===== src/hdl/srv_pkg.sv =====
`default_nettype none
package srv_pkg;

  localparam int ADDR_W     = 8;
  localparam int DATA_W     = 24;
  localparam int HALF_W     = 10;
  localparam int GAP_W      = 20;
  localparam int CFG_IDX_W  = 3;
  localparam int CFG_DATA_W = 20;

  // request codes
  localparam logic [1:0] OP_READ  = 2'd1;
  localparam logic [1:0] OP_WRITE = 2'd2;

  // configuration register indexes
  localparam logic [CFG_IDX_W-1:0] CFG_HALF_PERIOD = 3'd0;
  localparam logic [CFG_IDX_W-1:0] CFG_RETRY_GAP   = 3'd1;
  localparam logic [CFG_IDX_W-1:0] CFG_ECHO_RD     = 3'd2;
  localparam logic [CFG_IDX_W-1:0] CFG_ECHO_WR     = 3'd3;
  localparam logic [CFG_IDX_W-1:0] CFG_MAX_RD      = 3'd4;

  // configuration register reset values
  localparam logic [HALF_W-1:0] HALF_PERIOD_RST = 10'd8;
  localparam logic [GAP_W-1:0]  RETRY_GAP_RST   = 20'd1000000;
  localparam logic [ADDR_W-1:0] ECHO_RD_RST     = 8'd40;
  localparam logic [ADDR_W-1:0] ECHO_WR_RST     = 8'd45;
  localparam logic [ADDR_W-1:0] MAX_RD_RST      = 8'd127;

  // sequencer phases, one-hot
  typedef enum logic [7:0] {
    PH_IDLE = 8'b0000_0001,
    PH_HI1  = 8'b0000_0010,
    PH_LO1  = 8'b0000_0100,
    PH_GAP1 = 8'b0000_1000,
    PH_HI2  = 8'b0001_0000,
    PH_LO2  = 8'b0010_0000,
    PH_GAP2 = 8'b0100_0000,
    PH_WAIT = 8'b1000_0000
  } phase_t;

  typedef struct packed {
    logic [HALF_W-1:0] half_period;
    logic [GAP_W-1:0]  retry_gap;
    logic [ADDR_W-1:0] echo_rd_addr;
    logic [ADDR_W-1:0] echo_wr_addr;
    logic [ADDR_W-1:0] max_rd_addr;
  } cfg_t;

  typedef struct packed {
    logic              cs_n;
    logic              sclk;
    logic              mosi;
    logic              busy_res;
    logic              done_res;
    logic              ok;
    logic [DATA_W-1:0] rd_data;
    logic              rd_error;
    logic              wr_error;
  } res_t;

endpackage
`default_nettype wire


===== src/hdl/spi_reg_access_with_verify.sv =====
// SPI master with verified register access for a metering chip.
// Each input item is one bus tick: op (0 tick, 1 verified read, 2 verified
// write), reg_addr, wr_data and the sampled miso level. Each accepted item
// yields exactly one result item with the cs_n, sclk and mosi levels after
// that tick, busy, a one-tick done pulse with ok and rd_data, and the sticky
// rd_error and wr_error flags.
// Each result is held in the result register, or in the skid register while
// the receiver stalls. Throughput: one item per cycle while in_stall is low;
// the whole tick update is a single pass of logic between the sequencer state
// registers and the result register. The two-entry output stage decouples
// the sides: while the receiver stalls, one more item is still taken, then
// in_stall is high until the skid entry moves on. Configuration is written by
// the user via cfg_we/cfg_index/cfg_data only while idle; this is unchecked.
// Reset (rst_n low, synchronous) returns the sequencer to idle, clears both
// error flags, restores the configuration defaults and empties the output.
`default_nettype none
module spi_reg_access_with_verify import srv_pkg::*; #(
  parameter int MAX_ATTEMPTS = 3,
  parameter int DATA_BITS    = 24
) (
  input  wire logic                  clk,
  input  wire logic                  rst_n,
  input  wire logic                  in_valid,
  output logic                       in_stall,
  input  wire logic [1:0]            in_op,
  input  wire logic [ADDR_W-1:0]     in_reg_addr,
  input  wire logic [DATA_W-1:0]     in_wr_data,
  input  wire logic                  in_miso,
  output logic                       out_valid,
  input  wire logic                  out_stall,
  output logic                       out_cs_n,
  output logic                       out_sclk,
  output logic                       out_mosi,
  output logic                       out_busy_res,
  output logic                       out_done_res,
  output logic                       out_ok,
  output logic [DATA_W-1:0]          out_rd_data,
  output logic                       out_rd_error,
  output logic                       out_wr_error,
  input  wire logic                  cfg_we,
  input  wire logic [CFG_IDX_W-1:0]  cfg_index,
  input  wire logic [CFG_DATA_W-1:0] cfg_data
);

  cfg_t  cfg_r;
  res_t  res;
  res_t  out_r, skid_r;
  logic  out_valid_r, skid_valid_r;
  logic  in_acc, out_free;

  // configuration registers
  always_ff @(posedge clk) begin
    if (!rst_n) begin
      cfg_r.half_period  <= HALF_PERIOD_RST;
      cfg_r.retry_gap    <= RETRY_GAP_RST;
      cfg_r.echo_rd_addr <= ECHO_RD_RST;
      cfg_r.echo_wr_addr <= ECHO_WR_RST;
      cfg_r.max_rd_addr  <= MAX_RD_RST;
    end else if (cfg_we) begin
      case (cfg_index)
        CFG_HALF_PERIOD: cfg_r.half_period  <= cfg_data[HALF_W-1:0];
        CFG_RETRY_GAP:   cfg_r.retry_gap    <= cfg_data[GAP_W-1:0];
        CFG_ECHO_RD:     cfg_r.echo_rd_addr <= cfg_data[ADDR_W-1:0];
        CFG_ECHO_WR:     cfg_r.echo_wr_addr <= cfg_data[ADDR_W-1:0];
        CFG_MAX_RD:      cfg_r.max_rd_addr  <= cfg_data[ADDR_W-1:0];
        default: ;
      endcase
    end
  end

  assign in_stall = skid_valid_r;
  assign in_acc   = in_valid && !skid_valid_r;
  assign out_free = !out_valid_r || !out_stall;

  srv_seq #(
    .MAX_ATTEMPTS (MAX_ATTEMPTS),
    .DATA_BITS    (DATA_BITS)
  ) u_seq (
    .clk      (clk),
    .rst_n    (rst_n),
    .step     (in_acc),
    .cfg      (cfg_r),
    .op       (in_op),
    .reg_addr (in_reg_addr),
    .wr_data  (in_wr_data),
    .miso     (in_miso),
    .res      (res)
  );

  // output register with skid entry
  always_ff @(posedge clk) begin
    if (!rst_n) begin
      out_valid_r  <= 1'b0;
      skid_valid_r <= 1'b0;
    end else if (out_free) begin
      if (skid_valid_r) begin
        out_valid_r  <= 1'b1;
        skid_valid_r <= 1'b0;
      end else begin
        out_valid_r <= in_acc;
      end
    end else if (in_acc) begin
      skid_valid_r <= 1'b1;
    end
  end

  always_ff @(posedge clk) begin
    if (out_free) begin
      if (skid_valid_r) out_r <= skid_r;
      else if (in_acc)  out_r <= res;
    end else if (in_acc) begin
      skid_r <= res;
    end
  end

  assign out_valid    = out_valid_r;
  assign out_cs_n     = out_r.cs_n;
  assign out_sclk     = out_r.sclk;
  assign out_mosi     = out_r.mosi;
  assign out_busy_res = out_r.busy_res;
  assign out_done_res = out_r.done_res;
  assign out_ok       = out_r.ok;
  assign out_rd_data  = out_r.rd_data;
  assign out_rd_error = out_r.rd_error;
  assign out_wr_error = out_r.wr_error;

endmodule
`default_nettype wire


===== src/hdl/srv_seq.sv =====
`default_nettype none
module srv_seq import srv_pkg::*; #(
  parameter int MAX_ATTEMPTS = 3,
  parameter int DATA_BITS    = 24
) (
  input  wire logic              clk,
  input  wire logic              rst_n,
  input  wire logic              step,
  input  wire cfg_t              cfg,
  input  wire logic [1:0]        op,
  input  wire logic [ADDR_W-1:0] reg_addr,
  input  wire logic [DATA_W-1:0] wr_data,
  input  wire logic              miso,
  output res_t                   res
);

  localparam int                LAST_BIT  = 7 + DATA_BITS;
  localparam int                PAD_SHIFT = DATA_W - DATA_BITS;
  localparam logic [4:0]        LAST_BIT_C = 5'(LAST_BIT);
  localparam logic [2:0]        MAX_ATT_C  = 3'(MAX_ATTEMPTS);

  phase_t                 phase_r, phase_nxt;
  logic [4:0]             bit_r, bit_nxt;
  logic [GAP_W-1:0]       tick_r, tick_nxt;
  logic [31:0]            sout_r, sout_nxt;
  logic [DATA_BITS-1:0]   sin_r, sin_nxt;
  logic [DATA_BITS-1:0]   first_r, first_nxt;
  logic [1:0]             att_r, att_nxt;
  logic [1:0]             rop_r, rop_nxt;
  logic [ADDR_W-1:0]      raddr_r, raddr_nxt;
  logic [DATA_W-1:0]      rdata_r, rdata_nxt;
  logic                   rd_err_r, rd_err_nxt;
  logic                   wr_err_r, wr_err_nxt;

  logic [HALF_W-1:0]      half_len;
  logic                   half_end;
  logic                   gap_end;
  logic                   is_wr;
  logic                   load, load_primary;
  phase_t                 load_phase;
  logic [ADDR_W-1:0]      load_addr;
  logic [DATA_W-1:0]      load_data;
  logic                   done, okv;
  logic [DATA_BITS-1:0]   rdv;
  logic                   framing;

  // a zero half period behaves as one tick
  assign half_len = (cfg.half_period == '0) ? HALF_W'(1) : cfg.half_period;
  assign half_end = ({1'b0, tick_r} + 21'd1) >= {11'b0, half_len};
  assign gap_end  = ({1'b0, tick_r} + 21'd1) >= {1'b0, cfg.retry_gap};
  assign is_wr    = (rop_r == OP_WRITE);

  // next-state logic for one tick
  always_comb begin
    phase_nxt    = phase_r;
    bit_nxt      = bit_r;
    tick_nxt     = tick_r;
    sout_nxt     = sout_r;
    sin_nxt      = sin_r;
    first_nxt    = first_r;
    att_nxt      = att_r;
    rop_nxt      = rop_r;
    raddr_nxt    = raddr_r;
    rdata_nxt    = rdata_r;
    rd_err_nxt   = rd_err_r;
    wr_err_nxt   = wr_err_r;
    load         = 1'b0;
    load_primary = 1'b0;
    load_phase   = PH_HI2;
    load_addr    = is_wr ? cfg.echo_wr_addr : cfg.echo_rd_addr;
    done         = 1'b0;
    okv          = 1'b0;
    rdv          = '0;

    case (phase_r)
      PH_IDLE: begin
        if (op == OP_READ || op == OP_WRITE) begin
          if (op == OP_READ && reg_addr > cfg.max_rd_addr) begin
            done = 1'b1;
          end else begin
            rop_nxt      = op;
            raddr_nxt    = reg_addr;
            rdata_nxt    = wr_data;
            att_nxt      = 2'd0;
            load_primary = 1'b1;
          end
        end
      end
      PH_HI1, PH_HI2: begin
        if (half_end) begin
          if (bit_r >= 5'd8) sin_nxt = {sin_r[DATA_BITS-2:0], miso};
          phase_nxt = (phase_r == PH_HI1) ? PH_LO1 : PH_LO2;
          tick_nxt  = '0;
        end else begin
          tick_nxt = tick_r + 1'b1;
        end
      end
      PH_LO1, PH_LO2: begin
        if (!half_end) begin
          tick_nxt = tick_r + 1'b1;
        end else begin
          tick_nxt = '0;
          if (bit_r >= LAST_BIT_C) begin
            // end of frame
            if (phase_r == PH_LO1) begin
              first_nxt = sin_r;
              phase_nxt = PH_GAP1;
            end else if (sin_r == (is_wr ? rdata_r[DATA_BITS-1:0] : first_r)) begin
              done      = 1'b1;
              okv       = 1'b1;
              rdv       = is_wr ? '0 : first_r;
              phase_nxt = PH_IDLE;
            end else if (({1'b0, att_r} + 3'd1) >= MAX_ATT_C) begin
              done = 1'b1;
              if (is_wr) wr_err_nxt = 1'b1;
              else       rd_err_nxt = 1'b1;
              phase_nxt = PH_IDLE;
            end else begin
              att_nxt   = att_r + 2'd1;
              phase_nxt = PH_GAP2;
            end
          end else begin
            bit_nxt   = bit_r + 5'd1;
            sout_nxt  = {sout_r[30:0], 1'b0};
            phase_nxt = (phase_r == PH_LO1) ? PH_HI1 : PH_HI2;
          end
        end
      end
      PH_GAP1: begin
        if (half_end) load = 1'b1;
        else          tick_nxt = tick_r + 1'b1;
      end
      PH_GAP2: begin
        if (half_end) begin
          tick_nxt = '0;
          if (!is_wr && cfg.retry_gap != '0) phase_nxt = PH_WAIT;
          else                                load_primary = 1'b1;
        end else begin
          tick_nxt = tick_r + 1'b1;
        end
      end
      PH_WAIT: begin
        if (gap_end) load_primary = 1'b1;
        else         tick_nxt = tick_r + 1'b1;
      end
      default: begin
        phase_nxt = PH_IDLE;
      end
    endcase

    // frame start: primary access or echo read
    if (load_primary) begin
      load       = 1'b1;
      load_phase = PH_HI1;
      load_addr  = raddr_nxt;
    end
    load_data = (load_primary && rop_nxt == OP_WRITE) ?
                (DATA_W'(rdata_nxt[DATA_BITS-1:0]) << PAD_SHIFT) : '0;
    if (load) begin
      phase_nxt = load_phase;
      bit_nxt   = '0;
      tick_nxt  = '0;
      sin_nxt   = '0;
      sout_nxt  = {load_addr, load_data};
    end
  end

  // state registers, advance on each accepted item
  always_ff @(posedge clk) begin
    if (!rst_n) begin
      phase_r  <= PH_IDLE;
      bit_r    <= '0;
      tick_r   <= '0;
      att_r    <= '0;
      rd_err_r <= 1'b0;
      wr_err_r <= 1'b0;
    end else if (step) begin
      phase_r  <= phase_nxt;
      bit_r    <= bit_nxt;
      tick_r   <= tick_nxt;
      att_r    <= att_nxt;
      rd_err_r <= rd_err_nxt;
      wr_err_r <= wr_err_nxt;
    end
  end

  always_ff @(posedge clk) begin
    if (step) begin
      sout_r  <= sout_nxt;
      sin_r   <= sin_nxt;
      first_r <= first_nxt;
      rop_r   <= rop_nxt;
      raddr_r <= raddr_nxt;
      rdata_r <= rdata_nxt;
    end
  end

  // result levels after this tick
  assign framing = (phase_nxt == PH_HI1) || (phase_nxt == PH_LO1) ||
                   (phase_nxt == PH_HI2) || (phase_nxt == PH_LO2);

  always_comb begin
    res.cs_n     = !framing;
    res.sclk     = (phase_nxt == PH_HI1) || (phase_nxt == PH_HI2);
    res.mosi     = framing & sout_nxt[31];
    res.busy_res = (phase_nxt != PH_IDLE);
    res.done_res = done;
    res.ok       = okv;
    res.rd_data  = DATA_W'(rdv);
    res.rd_error = rd_err_nxt;
    res.wr_error = wr_err_nxt;
  end

endmodule
`default_nettype wire


===== config.mk =====
export PLATFORM = sky130hd
export DESIGN_NAME = spi_reg_access_with_verify
export DESIGN_NICKNAME = d
export VERILOG_FILES = /design/src/hdl/srv_pkg.sv /design/src/hdl/spi_reg_access_with_verify.sv /design/src/hdl/srv_seq.sv
export SDC_FILE = /design/constraint.sdc
export NUM_CORES = 1
export LEC_CHECK = 0
export BUFFER_PORTS_ARGS = -buffer_cell sky130_fd_sc_hd__buf_2
export CAP_MARGIN = 20
export CORE_UTILIZATION = 60
export CTS_CLUSTER_SIZE = 8
export DETAILED_ROUTE_END_ITERATION = 7
export GPL_TIMING_DRIVEN = 0
export HOLD_SLACK_MARGIN = 0.05
export PLACE_DENSITY = 0.8
export SLEW_MARGIN = 20
export SYNTH_ARGS = -nofsm -noshare
export SYNTH_HDL_FRONTEND = slang
export SYNTH_SLANG_ARGS = --single-unit

===== constraint.sdc =====
create_clock -name clk -period 15.51 [get_ports clk]
set_clock_uncertainty 0.1 [all_clocks]
set_input_delay 1.551 -clock clk [delete_from_list [all_inputs] [get_ports clk]]
set_output_delay 1.551 -clock clk [all_outputs]
set_load 0.02 [all_outputs]

Yosys cells after proc, flatten, opt, wreduce, memory -nomap -nowiden
Index checks and enable logic that the tools add are counted.

Memory bits (writable): 0. Logic and storage cells: 222. Bits in read-only memories: 0. Input bits: 63. Memories kept: 0. Flip-flop bits (word level): 271. Latch bits: 0. Output and inout bits: 34.

Bitwise gates (word level): 3. Add/subtract/negate cells: 5. Shift operators: 0. Divide/modulo/power cells: 0. Multiply operators: 0. Muxes and demuxes: 96. Equal/unequal tests: 32. Magnitude comparators: 6. Reduce and logical (&&, ||, !) cells: 42.

Operator list (count): 24-bit two-way mux (14); 32-bit two-way mux (6); 8-bit two-way mux (13); 20-bit two-way mux (4); 20-bit one-hot mux with 3 select lines (1); 1-bit two-way mux (35); 8-bit one-hot mux with 4 select lines (1); 5-bit two-way mux (6); 24-bit == test (1); 20-bit by 1-bit adder with 21-bit output (second input constant) (1); 21-bit by 10-bit greater-or-equal comparator with 1-bit output (1); 21-bit by 20-bit greater-or-equal comparator with 1-bit output (1); 20-bit by 1-bit adder with 20-bit output (second input constant) (1); 2-bit two-way mux (10); 20-bit nonzero test (1); 8-bit by 2-bit == test with 1-bit output (second input constant) (2); 8-bit by 3-bit == test with 1-bit output (second input constant) (2); 8-bit by 5-bit == test with 1-bit output (second input constant) (2); 8-bit by 6-bit == test with 1-bit output (second input constant) (2); 2-bit AND reduction (7); 4-bit AND reduction (3); 2-bit nonzero test (6); 10-bit logical NOT (1); 10-bit two-way mux (1); other kinds (37) (62).

Logic depth before layout (Yosys ltp)
Gate-level depths: netlist (run 1).

Depth after elaboration: 16. Mapped depth: 17. Depth with buffers taken out: 15.

By module
From an unflattened synthesis (run 1), not the netlist that was laid out.

Cell total of the unflattened synthesis: 1220. Area, all modules: 13714.4 sq um.

By module, submodules not included: srv_seq (sequential area each 4164.0 sq um, cells an instance 895, times used 1, area an instance 9127.5 sq um); spi_reg_access_with_verify (sequential area each 3042.9 sq um, cells an instance 325, times used 1, area an instance 4586.9 sq um).

Worst setup path after synthesis (run 1)
Ideal clock, no wire load.

Path kind: input to register. Start: input port in_reg_addr[5]. End: register u_seq.bit_r[2]. Path slack: 10.420 ns. Library setup time: 0.131 ns. Data required time: 15.279 ns. Stages on the path: 11. Data arrival time: 4.859 ns. Path buffers: 1. Cell sequence: ha_1 a211o_1 a21oi_1 nand3_1 a21boi_0 nor3_1 clkbuf_1 o21a_1 nor2_1 o211a_1 nor3_1.

Word-level cells in the longest chain between the ends: 8. Elaborated cells between the ends (all ways): 11. Those cells by class: 1 x order compare; 1 x eq/ne; 5 x mux; 4 x reduce/logical.

Ends and longest elaborated chain: start: declaration (RTL line spi_reg_access_with_verify.sv:26) `input wire logic [ADDR_W-1:0] in_reg_addr,`; 8-bit greater-than comparator * (RTL line srv_seq.sv:78) `if (op == OP_READ && reg_addr > cfg.max_rd_addr) begin`; 1-bit logical AND * (RTL line srv_seq.sv:78); 1-bit two-way mux * (RTL line srv_seq.sv:78); 1-bit two-way mux * (RTL line srv_seq.sv:77) `if (op == OP_READ || op == OP_WRITE) begin`; 1-bit one-hot mux with 3 select lines * (RTL line srv_seq.sv:75) `case (phase_r)`; 1-bit two-way mux * (RTL line srv_seq.sv:152) `if (load_primary) begin`; 2-bit by 1-bit != test with 1-bit output (no source line) or 2-bit nonzero test (tied branches); 4-bit AND reduction (no source line); end signal: assignment (RTL line srv_seq.sv:179) `bit_r <= bit_nxt;`; end: declaration (RTL line srv_seq.sv:23) `logic [4:0] bit_r, bit_nxt;`.

Mark *: on every way between the ends. The rest lies on a longest branch, timed or not. A chain may end at the register's enable or synchronous reset.

==> results of run 1 <==
[metrics by stage]
stage	worst slack, ps	instance area (um^2)	utilization	instances
after floorplan	10420	13000	-	1198
after global placement	9030	13900	0.655	1568
after detailed placement	10170	14000	0.663	1575
after CTS	10170	15200	0.716	1643
after global routing	9770	15200	0.716	1643
final	10020	15200	0.716	1643
[how the worst max path moves through the flow]
stage,start,endpoint,slack [ps]
floorplan,in_reg_addr[5],u_seq.bit_r[2],10420
global placement,in_reg_addr[5],u_seq.bit_r[2],9030
detailed placement,u_seq.tick_r[0],out_busy_res,10170
CTS,u_seq.tick_r[0],out_busy_res,10170
global route,u_seq.tick_r[0],out_busy_res,9770
finish,u_seq.tick_r[0],out_busy_res,10020
[sequential cells by signal, summed over array words and instances (netlist names), 2 cells and up]
register	cells
u_seq.att_r	2
u_seq.sout_r	32
out_rd_data	24
u_seq.tick_r	20
cfg_r	54
u_seq.first_r	24
u_seq.bit_r	5
skid_r	32
u_seq.raddr_r	8
u_seq.phase_r	8
u_seq.rdata_r	24
u_seq.rop_r	2
u_seq.sin_r	24
[power breakdown]
group / total (mW) / switching, mW / leakage (nW) / internal (mW)
combinational: 0.184 / 0.113 / 2.99 / 0.0713
clock: 0.782 / 0.310 / 0.534 / 0.472
sequential: 0.833 / 0.0200 / 2.41 / 0.813
total: 1.80 / 0.442 / 5.94 / 1.36
[per-layer routing]
| metal | part of all wire | up-vias |
|---|---|---|
| met2 | 0.45 | 485 |
| met1 | 0.44 | 4885 |
| met4 | 0.022 | 0 |
| met5 | 0 | - |
| li1 | - | 4676 |
| met3 | 0.083 | 58 |
[Yosys cell counts (19+ instances only)]
library cell / instances / area [um^2]
edfxtp_1: 178 / 5350
nand2_1: 169 / 634
dfxtp_1: 93 / 1860
nor2_1: 70 / 263
a21oi_1: 56 / 280
inv_1: 47 / 176
clkbuf_1: 44 / 165
ha_1: 44 / 551
nand3_1: 41 / 205
xnor2_1: 39 / 342
mux2_2: 38 / 428
mux2i_1: 37 / 370
and2_1: 30 / 188
o21ai_0: 29 / 145
o31ai_1: 28 / 210
a22o_1: 25 / 219
nor3_1: 20 / 100
nor4_1: 20 / 125
buf_2: 19 / 95.1
[worst min-delay path: cells and delay by family (launching register included)]
| kind | cells | cell delay, ps |
|---|---|---|
| compound gates | 1 | 50 |
| flops | 1 | 300 |
| simple gates | 1 | 50 |
[logic make-up after synthesis]
kind of cell,synth area share
AO/OA/AOI/OAI,0.117
XOR/XNOR,0.0309
adder cells (fa/ha/maj),0.0422
buffers and inverters,0.0367
flip-flops,0.553
multiplexers,0.0612
AND/OR/NAND/NOR,0.159
[final cells by class]
cell class              instances  area [um^2]
inverters                      49          185
plain buffers                  69          294
clock inverters                 3         55.1
clock buffers                  65         1070
flip-flops and latches        271         7210
repair buffers                102          601
well taps                     275          344
fillers                      1460         6000
multi-input cells             809         5390
==> flow_summary.ini, run 1 <==
[run_status]
status = completed

[cts]
cts.reportedPaths.clkPinSlew_ps = 50
number_of_buffers_inserted_for_hold_repair_after_clock_tree_synthesis = 0
cts_resized = 0
post_cts_setup_buffer_count = 0
clock_tree.buffer_depth = 3
clock_tree_sinks = 271
clk_latency_ps = 530
root_buffer_cell = clkbuf_16
cts_tree = built
htree_num_levels = 2
tritoncts.num_buffers = 39

[critical_path]
crit_fanout = 10
worstReg2RegStart = u_seq.tick_r[0]
cpMaxStageDelayCell = nor3_2
critical-path-max-stage-delay_ps = 540
setup.worst_path.end_class = register
timing.critical_path.max_delay_family = simple AND/OR/NAND/NOR gates
crit_required_ps = 15680
wp_buf_inv = 1
critical_path.cell_chain = ha_1, nand3_1, nor3_2, and3_1, xor2_1, ha_1, and3_1, nand4_1, a311oi_1, o311a_1, nor3_1, clkbuf_1, o21ai_1, a21o_1, mux2_2
worstPathArrival_ps = 5660
critPathLaunchType = register
critical_path_class = register to register
reg2reg_setup_slack_ps = 10020
number_of_gates_on_the_worst_path_with_buffers_counted = 15
r2r_end = out_busy_res
rr_worst_depth = 15

[power]
power.density_nw_per_um2 = 119
design_power_total_mw = 1.80
power.static_leakage_nw = 5.94
ir_drop_mv = 0.0964

[floorplanning]
die_area_um2 = 22300
io-pin-count = 97
chipWidth_um = 149
core_box_area_um2 = 21200
die_h_um = 149
floorplan.initialDensity = 0.616
placement_rows = 53

[sta]
final_period_minus_worst_setup_slack_ps = 5490
post-route-period-util = 0.354
worst_slew_pin_slew_ps = 1020
report.final.slew_viol_count = 0
grt_setup_unrepaired = no
max_freq_mhz = 182
final_hold_viol_count = 0
worst_slew_margin_rel = 0.317
hold_ws_ps = 354
totalNegativeSetupSlack_ps = 0
finalSetupViolations = 0

[synth]
synthesis.nets = 1305
synth-seq-area-share = 0.553
netlist_instances = 1198
synth_seq_cells = 271
syn_avg_cell_area_um2 = 10.9
top_flip_flop_cell_by_instance_count_after_synthesis = edfxtp_1
synth_warnings = 0
number_of_enable_flip_flop_cells_after_synthesis = 178
post_synthesis_async_set_or_reset_flop_share = 0
syn-cell-area_um2 = 13000
synth_cell_types = 71

[global_routing]
initial_antenna_violation_count = 0
gr-usage-met2 = 0.463
globalRouteMet3Util = 0.0520
global_route_wire_length_before_repair_um = 51100
vias_in_the_first_global_route = 9724
grt_overflow_total = 0
track_usage = 0.297
grt_start_max_net_pins = 37
global_route_layer_with_the_greatest_usage = met2
met1_usage = 0.424

[route]
drt-pass1-iter-count = 5
final_antenna_net_count = 0
post_drt_via_cell_ratio = 6.15
num_vias = 10100
drt_wl_total_um = 32700
drt-initial-drc-count = 864
post-route-drc-count = 0
routedWlPerCell_um = 19.9

[cells_and_area]
drive_above_1_share = 0.164
area.growth.synth_to_final_pct = 16.2
final_net_count = 1448
mostFrequentLayoutCells = edfxtp_1 (178), nand2_1 (169), buf_2 (114)
antennaDiodeCount = 0
layout.cells.most_common = edfxtp_1

[hold_path]
hold_start = cfg_r[12]
worstHoldPathType = register to register
hold-path-cell-count = 2
timing.hold.worst_endpoint = cfg_r[12]

[placed_design]
dpl.hpwl_um = 22900
numPortBuffers = 95
globalplace.congestion = 0.905

[run]
cap_viol_max_count = 0
Note: power is estimated with default switching activity, not from simulation.
==> run 2, diff against run 1 <==
--- a/config.mk
+++ b/config.mk
@@ -7,12 +7,12 @@
 export LEC_CHECK = 0
 export BUFFER_PORTS_ARGS = -buffer_cell sky130_fd_sc_hd__buf_2
 export CAP_MARGIN = 20
-export CORE_UTILIZATION = 60
+export CORE_UTILIZATION = 55
 export CTS_CLUSTER_SIZE = 8
 export DETAILED_ROUTE_END_ITERATION = 7
 export GPL_TIMING_DRIVEN = 0
 export HOLD_SLACK_MARGIN = 0.05
-export PLACE_DENSITY = 0.8
+export PLACE_DENSITY = 0.77
 export SLEW_MARGIN = 20
 export SYNTH_ARGS = -nofsm -noshare
 export SYNTH_HDL_FRONTEND = slang
==> constraint.sdc (replaced) <==
create_clock -name clk -period 4.6 [get_ports clk]
set_clock_uncertainty 0.1 [all_clocks]
set_input_delay 0.46 -clock clk [delete_from_list [all_inputs] [get_ports clk]]
set_output_delay 0.46 -clock clk [all_outputs]
set_load 0.02 [all_outputs]
==> flow_summary.ini, run 2 (synthesis results as in run 1) <==
[run_status]
status = completed

[floorplanning]
core_box_area_um2 = 22900
floorplan.initialDensity = 0.569
placement_rows = 55
die_area_um2 = 24300
chipWidth_um = 156
io-pin-count = 97
die_h_um = 156

[critical_path]
crit_fanout = 10
crit_required_ps = 4760
worstPathArrival_ps = 4610
critical_path_class = register to register
setup.worst_path.end_class = register
critPathLaunchType = register

[cells_and_area]
reg_top3 = cfg_r x54, skid_r x32, u_seq.sout_r x32
drive_above_1_share = 0.178
finalCoreUtilization = 0.670
antennaDiodeCount = 0
layout.cells.most_common = edfxtp_1
final.fill_count = 1724
multi_input_area_um2 = 5460
final_net_count = 1453
final_cells = 1684
mostFrequentLayoutCells = edfxtp_1 (178), nand2_1 (169), buf_2 (114)
max_ffs_per_register = 54
largest_register = cfg_r
regArea_um2 = 7210
area.growth.synth_to_final_pct = 17.7

[route]
post_drt_via_cell_ratio = 5.93
drt_wl_total_um = 32500
routedWlPerCell_um = 19.3
post-route-drc-count = 0
drt-pass1-iter-count = 5
final_antenna_net_count = 0
num_vias = 9990
drt-initial-drc-count = 929

[cts]
clock_tree.buffer_depth = 3
htree_num_levels = 2
clock_tree_sinks = 271
root_buffer_cell = clkbuf_16
cts_tree = built
number_of_buffers_inserted_for_hold_repair_after_clock_tree_synthesis = 0
clk_latency_ps = 520
tritoncts.num_buffers = 39
cts.reportedPaths.clkPinSlew_ps = 50

[global_routing]
vias_in_the_first_global_route = 9420
initial_antenna_violation_count = 0
grt_start_max_net_pins = 30
global_route_wire_length_before_repair_um = 50700
grt_overflow_total = 0
track_usage = 0.271

[power]
p_int_mw = 4.58
ir_drop_mv = 0.373
power.sequential.fraction = 0.463
power.switching_mw = 1.49
power.static_leakage_nw = 6.01
power.density_nw_per_um2 = 395
switching_share = 0.246
clock_power_share = 0.433
combinationalPowerShare = 0.105

[hold_path]
worstHoldPathType = input pin to register

[placed_design]
dpl.hpwl_um = 23200
globalplace.congestion = 0.928
numPortBuffers = 95
place.detailed.instances = 1612

[run]
cap_viol_max_count = 0

[sta]
finalSetupViolations = 0
worst_slew_margin_rel = 0.300
final_hold_viol_count = 0
grt_setup_unrepaired = no
post-route-period-util = 0.967
final_period_minus_worst_setup_slack_ps = 4450
report.final.slew_viol_count = 0
max_freq_mhz = 225
worst_slew_pin_slew_ps = 1050
-- run 2: changes by cell type in the layout (fill, tap and decap cells not counted), sizes merged --
cell / previous run / this run
buf: 127 / 132
clkbuf: 109 / 107
-- run 2: final timing paths --
kind	depth (start not counted)	to	startpoint	slack, ps
worst max-delay path	15	out_sclk	u_seq.tick_r[0]	150
worst min-delay path	3	cfg_r[40]	cfg_data[16]	60
worst max register to register	15	out_sclk	u_seq.tick_r[0]	150
worst min register to register	2	cfg_r[12]	cfg_r[12]	350
-- run 2: timing repair --
action / 4_1_cts / 5_1_grt
resized for setup: 8 / 11
pin swaps: 4 / 2
buffers inserted: 4 / 2
gates cloned: 0 / 0
endpoints found under the setup margin: 216 / 224
-- run 2: per-stage QoR --
step	hold slack [ps]	cell area (um^2)	setup TNS, ps	worst slack [ps]	power [mW]
finish	65.0	15300	0	153	6.07
global route	68.7	15300	0	27.4	6.24
CTS	57.7	15300	-26.6	-26.6	6.07
detailed placement	348	14100	-50980	-812	3.46
global placement	343	13900	-106420	-1290	3.42
floorplan	336	13000	0	70.7	3.23
-- run 2: layout make-up --
class                      instances  share of cell area
multi-input combinational        809               0.356
sequential                       271               0.470
buffer                            69              0.0195
timing repair buffer             107              0.0442
tap                              313              0.0255
clock buffer                      63              0.0695
clock inverter                     3             0.00359
inverter                          49              0.0121
-- run 2: critical path, cell delays in order (launching register included) --
cell,delay (ps)
dfxtp_2,420
ha_2,290
nand3_2,190
nor3_4,280
and3_1,200
xor2_1,250
ha_1,300
and3_1,200
nand4_1,100
a311oi_1,130
o311a_1,400
nor3_4,260
clkbuf_4,290
o21a_1,290
nand2_1,180
mux2_2,310
-- run 2: power groups by stage --
stage          Clock (mW)  Sequential, mW  Combinational, mW
3_5_place_dp            0            2.85              0.608
6_report             2.63            2.81              0.635
5_1_grt              2.74            2.81              0.682
4_1_cts              2.65            2.81              0.622
3_3_place_gp            0            2.85              0.573
2_1_floorplan           0            2.85              0.377
-- run 2: layer usage --
metal	up-vias	global-route usage	part of all wire	wire length (um)
met3	61	0.0475	0.079	2570
met5	-	0	0	0
li1	4696	-	-	-
met2	432	0.403	0.44	14300
met4	0	0.0929	0.025	821
met1	4801	0.398	0.45	14800
==> run 3, diff against run 2 <==
--- a/config.mk
+++ b/config.mk
@@ -7,12 +7,12 @@
 export LEC_CHECK = 0
 export BUFFER_PORTS_ARGS = -buffer_cell sky130_fd_sc_hd__buf_2
 export CAP_MARGIN = 20
-export CORE_UTILIZATION = 55
-export CTS_CLUSTER_SIZE = 8
+export CORE_MARGIN = 2
+export CORE_UTILIZATION = 60
 export DETAILED_ROUTE_END_ITERATION = 7
 export GPL_TIMING_DRIVEN = 0
 export HOLD_SLACK_MARGIN = 0.05
-export PLACE_DENSITY = 0.77
+export PLACE_DENSITY = 0.8
 export SLEW_MARGIN = 20
 export SYNTH_ARGS = -nofsm -noshare
 export SYNTH_HDL_FRONTEND = slang
==> constraint.sdc (replaced) <==
create_clock -name clk -period 5 [get_ports clk]
set_clock_uncertainty 0.1 [all_clocks]
set_input_delay 0.5 -clock clk [delete_from_list [all_inputs] [get_ports clk]]
set_output_delay 0.5 -clock clk [all_outputs]
set_load 0.02 [all_outputs]
==> flow_summary.ini, run 3 (synthesis results as in run 1) <==
[run_status]
status = completed

[cts]
clock_tree.buffer_depth = 3
tritoncts.num_buffers = 28
clock_tree_sinks = 271
cts_tree = built
cts.reportedPaths.clkPinSlew_ps = 70
clk_latency_ps = 560
htree_num_levels = 1
root_buffer_cell = clkbuf_16

[floorplanning]
placement_rows = 53
io-pin-count = 97
core_box_area_um2 = 21200
die_h_um = 151
die_area_um2 = 22900
chipWidth_um = 151
floorplan.initialDensity = 0.616

[route]
num_vias = 9852
routedWlPerCell_um = 19.3
post_drt_via_cell_ratio = 6.04
post-route-drc-count = 0
drt-pass1-iter-count = 6
final_antenna_net_count = 0
drt_wl_total_um = 31500
drt-initial-drc-count = 994

[power]
power.density_nw_per_um2 = 344
clock_power_share = 0.387
p_int_mw = 3.86
power.sequential.fraction = 0.501
combinationalPowerShare = 0.111
power.static_leakage_nw = 5.88
switching_share = 0.250
ir_drop_mv = 0.265
power.switching_mw = 1.28
design_power_total_mw = 5.14

[cells_and_area]
largest_register = cfg_r
max_ffs_per_register = 54
layout.cells.most_common = edfxtp_1
antennaDiodeCount = 0
final_net_count = 1440
mostFrequentLayoutCells = edfxtp_1 (178), nand2_1 (169), buf_2 (114)
finalCoreUtilization = 0.707
reg_top3 = cfg_r x54, skid_r x32, u_seq.sout_r x32
drive_above_1_share = 0.174
area.growth.synth_to_final_pct = 14.8
final_cells = 1630
final.fill_count = 1512

[critical_path]
cpMaxStageDelayCell = nor4_4
worst_setup_path_endpoint = u_seq.sout_r[31]
timing.critical_path.max_delay_family = simple AND/OR/NAND/NOR gates
setup.worst_path.end_class = register
critical-path-max-stage-delay_ps = 510
rr_worst_depth = 15
crit_required_ps = 5180
worstReg2RegStart = u_seq.tick_r[1]
reg2reg_setup_slack_ps = 360
critPathLaunchType = register
launching_element_of_the_worst_setup_path = u_seq.tick_r[1]
wp_buf_inv = 2
r2r_end = u_seq.sout_r[31]
worst_path_most_repeated_cell = nor2_1
crit_fanout = 8
number_of_gates_on_the_worst_path_with_buffers_counted = 15
worstPathArrival_ps = 4820
critical_path.cell_chain = ha_2, nand3_1, nor2_1, xor2_1, ha_1, nand4_1, a211oi_1, a2111oi_2, a21boi_2, nor4_4, nand2b_1, clkbuf_1, o22ai_1, nor2_1, inv_1
critical_path_class = register to register

[global_routing]
initial_antenna_violation_count = 0
vias_in_the_first_global_route = 9251
track_usage = 0.280
grt_overflow_total = 0
grt_start_max_net_pins = 37
global_route_wire_length_before_repair_um = 49800

[sta]
final_period_minus_worst_setup_slack_ps = 4640
worst_slew_pin_slew_ps = 1050
max_freq_mhz = 215
final_hold_viol_count = 0
report.final.slew_viol_count = 0
post-route-period-util = 0.929
finalSetupViolations = 0
worst_slew_margin_rel = 0.302
grt_setup_unrepaired = no
setup_ws_ps = 357

[placed_design]
globalplace.congestion = 0.933
place.detailed.instances = 1575
dpl.hpwl_um = 22700
dp_worst_setup_slack_ps = -293
numPortBuffers = 95

[hold_path]
hold-path-cell-count = 3
worstHoldPathType = input pin to register

[run]
cap_viol_max_count = 0
-- run 3: cell types whose count changed in the layout (fill, tap and decap cells not counted), sizes merged --
cell      previous run  this run
clkbuf             107        83
clkinv               4        11
clkinvlp             0         3
buf                132       130
-- run 3: worst min path at each step --
stage / startpoint / endpoint / slack [ps]
floorplan: cfg_r[12] / cfg_r[12] / 340
global placement: cfg_r[23] / cfg_r[23] / 340
detailed placement: cfg_r[9] / cfg_r[9] / 350
CTS: cfg_data[19] / cfg_r[43] / 70
global route: cfg_data[16] / cfg_r[40] / 80
finish: cfg_data[18] / cfg_r[42] / 80
-- run 3: metal layers --
| layer | routed length [um] | track usage | vias to the layer above |
|---|---|---|---|
| met5 | 0 | 0 | - |
| met4 | 458 | 0.0650 | 0 |
| met3 | 2660 | 0.0358 | 33 |
| met2 | 14400 | 0.430 | 444 |
| met1 | 14100 | 0.426 | 4723 |
| li1 | - | - | 4652 |
-- run 3: layout make-up --
cell class | instances | area (um^2) | area share
flip-flops and latches | 271 | 7210 | 0.482
repair buffers | 105 | 623 | 0.0416
plain buffers | 69 | 298 | 0.0199
well taps | 275 | 344 | 0.0230
clock buffers | 39 | 793 | 0.0530
multi-input cells | 809 | 5420 | 0.362
inverters | 49 | 185 | 0.0124
clock inverters | 13 | 97.6 | 0.00652
-- run 3: through the flow --
step	area, um^2	TNS, ps	hold slack (ps)
global placement	13900	-87760	342
detailed placement	14000	-1430	346
CTS	14900	0	69.0
global route	15000	0	85.0
floorplan	13000	0	336
finish	15000	0	80.5
-- run 3: power groups by stage --
stage	logic, mW	registers [mW]	clock network [mW]
floorplan	0.346	2.63	0
global route	0.617	2.59	2.10
finish	0.572	2.58	1.99
global placement	0.524	2.62	0
detailed placement	0.555	2.62	0
CTS	0.562	2.58	2.00
-- run 3: repair_timing --
action                     4_1_cts  5_1_grt
gates resized for setup          3        7
pin swaps                        0        1
hold buffers                     0        0
setup buffers                    0        3
setup endpoints to repair       36      163
-- run 3: worst min-delay path: stages --
cell and delay [ps]:
buf_2 70, nand2_1 40, o211ai_1 70
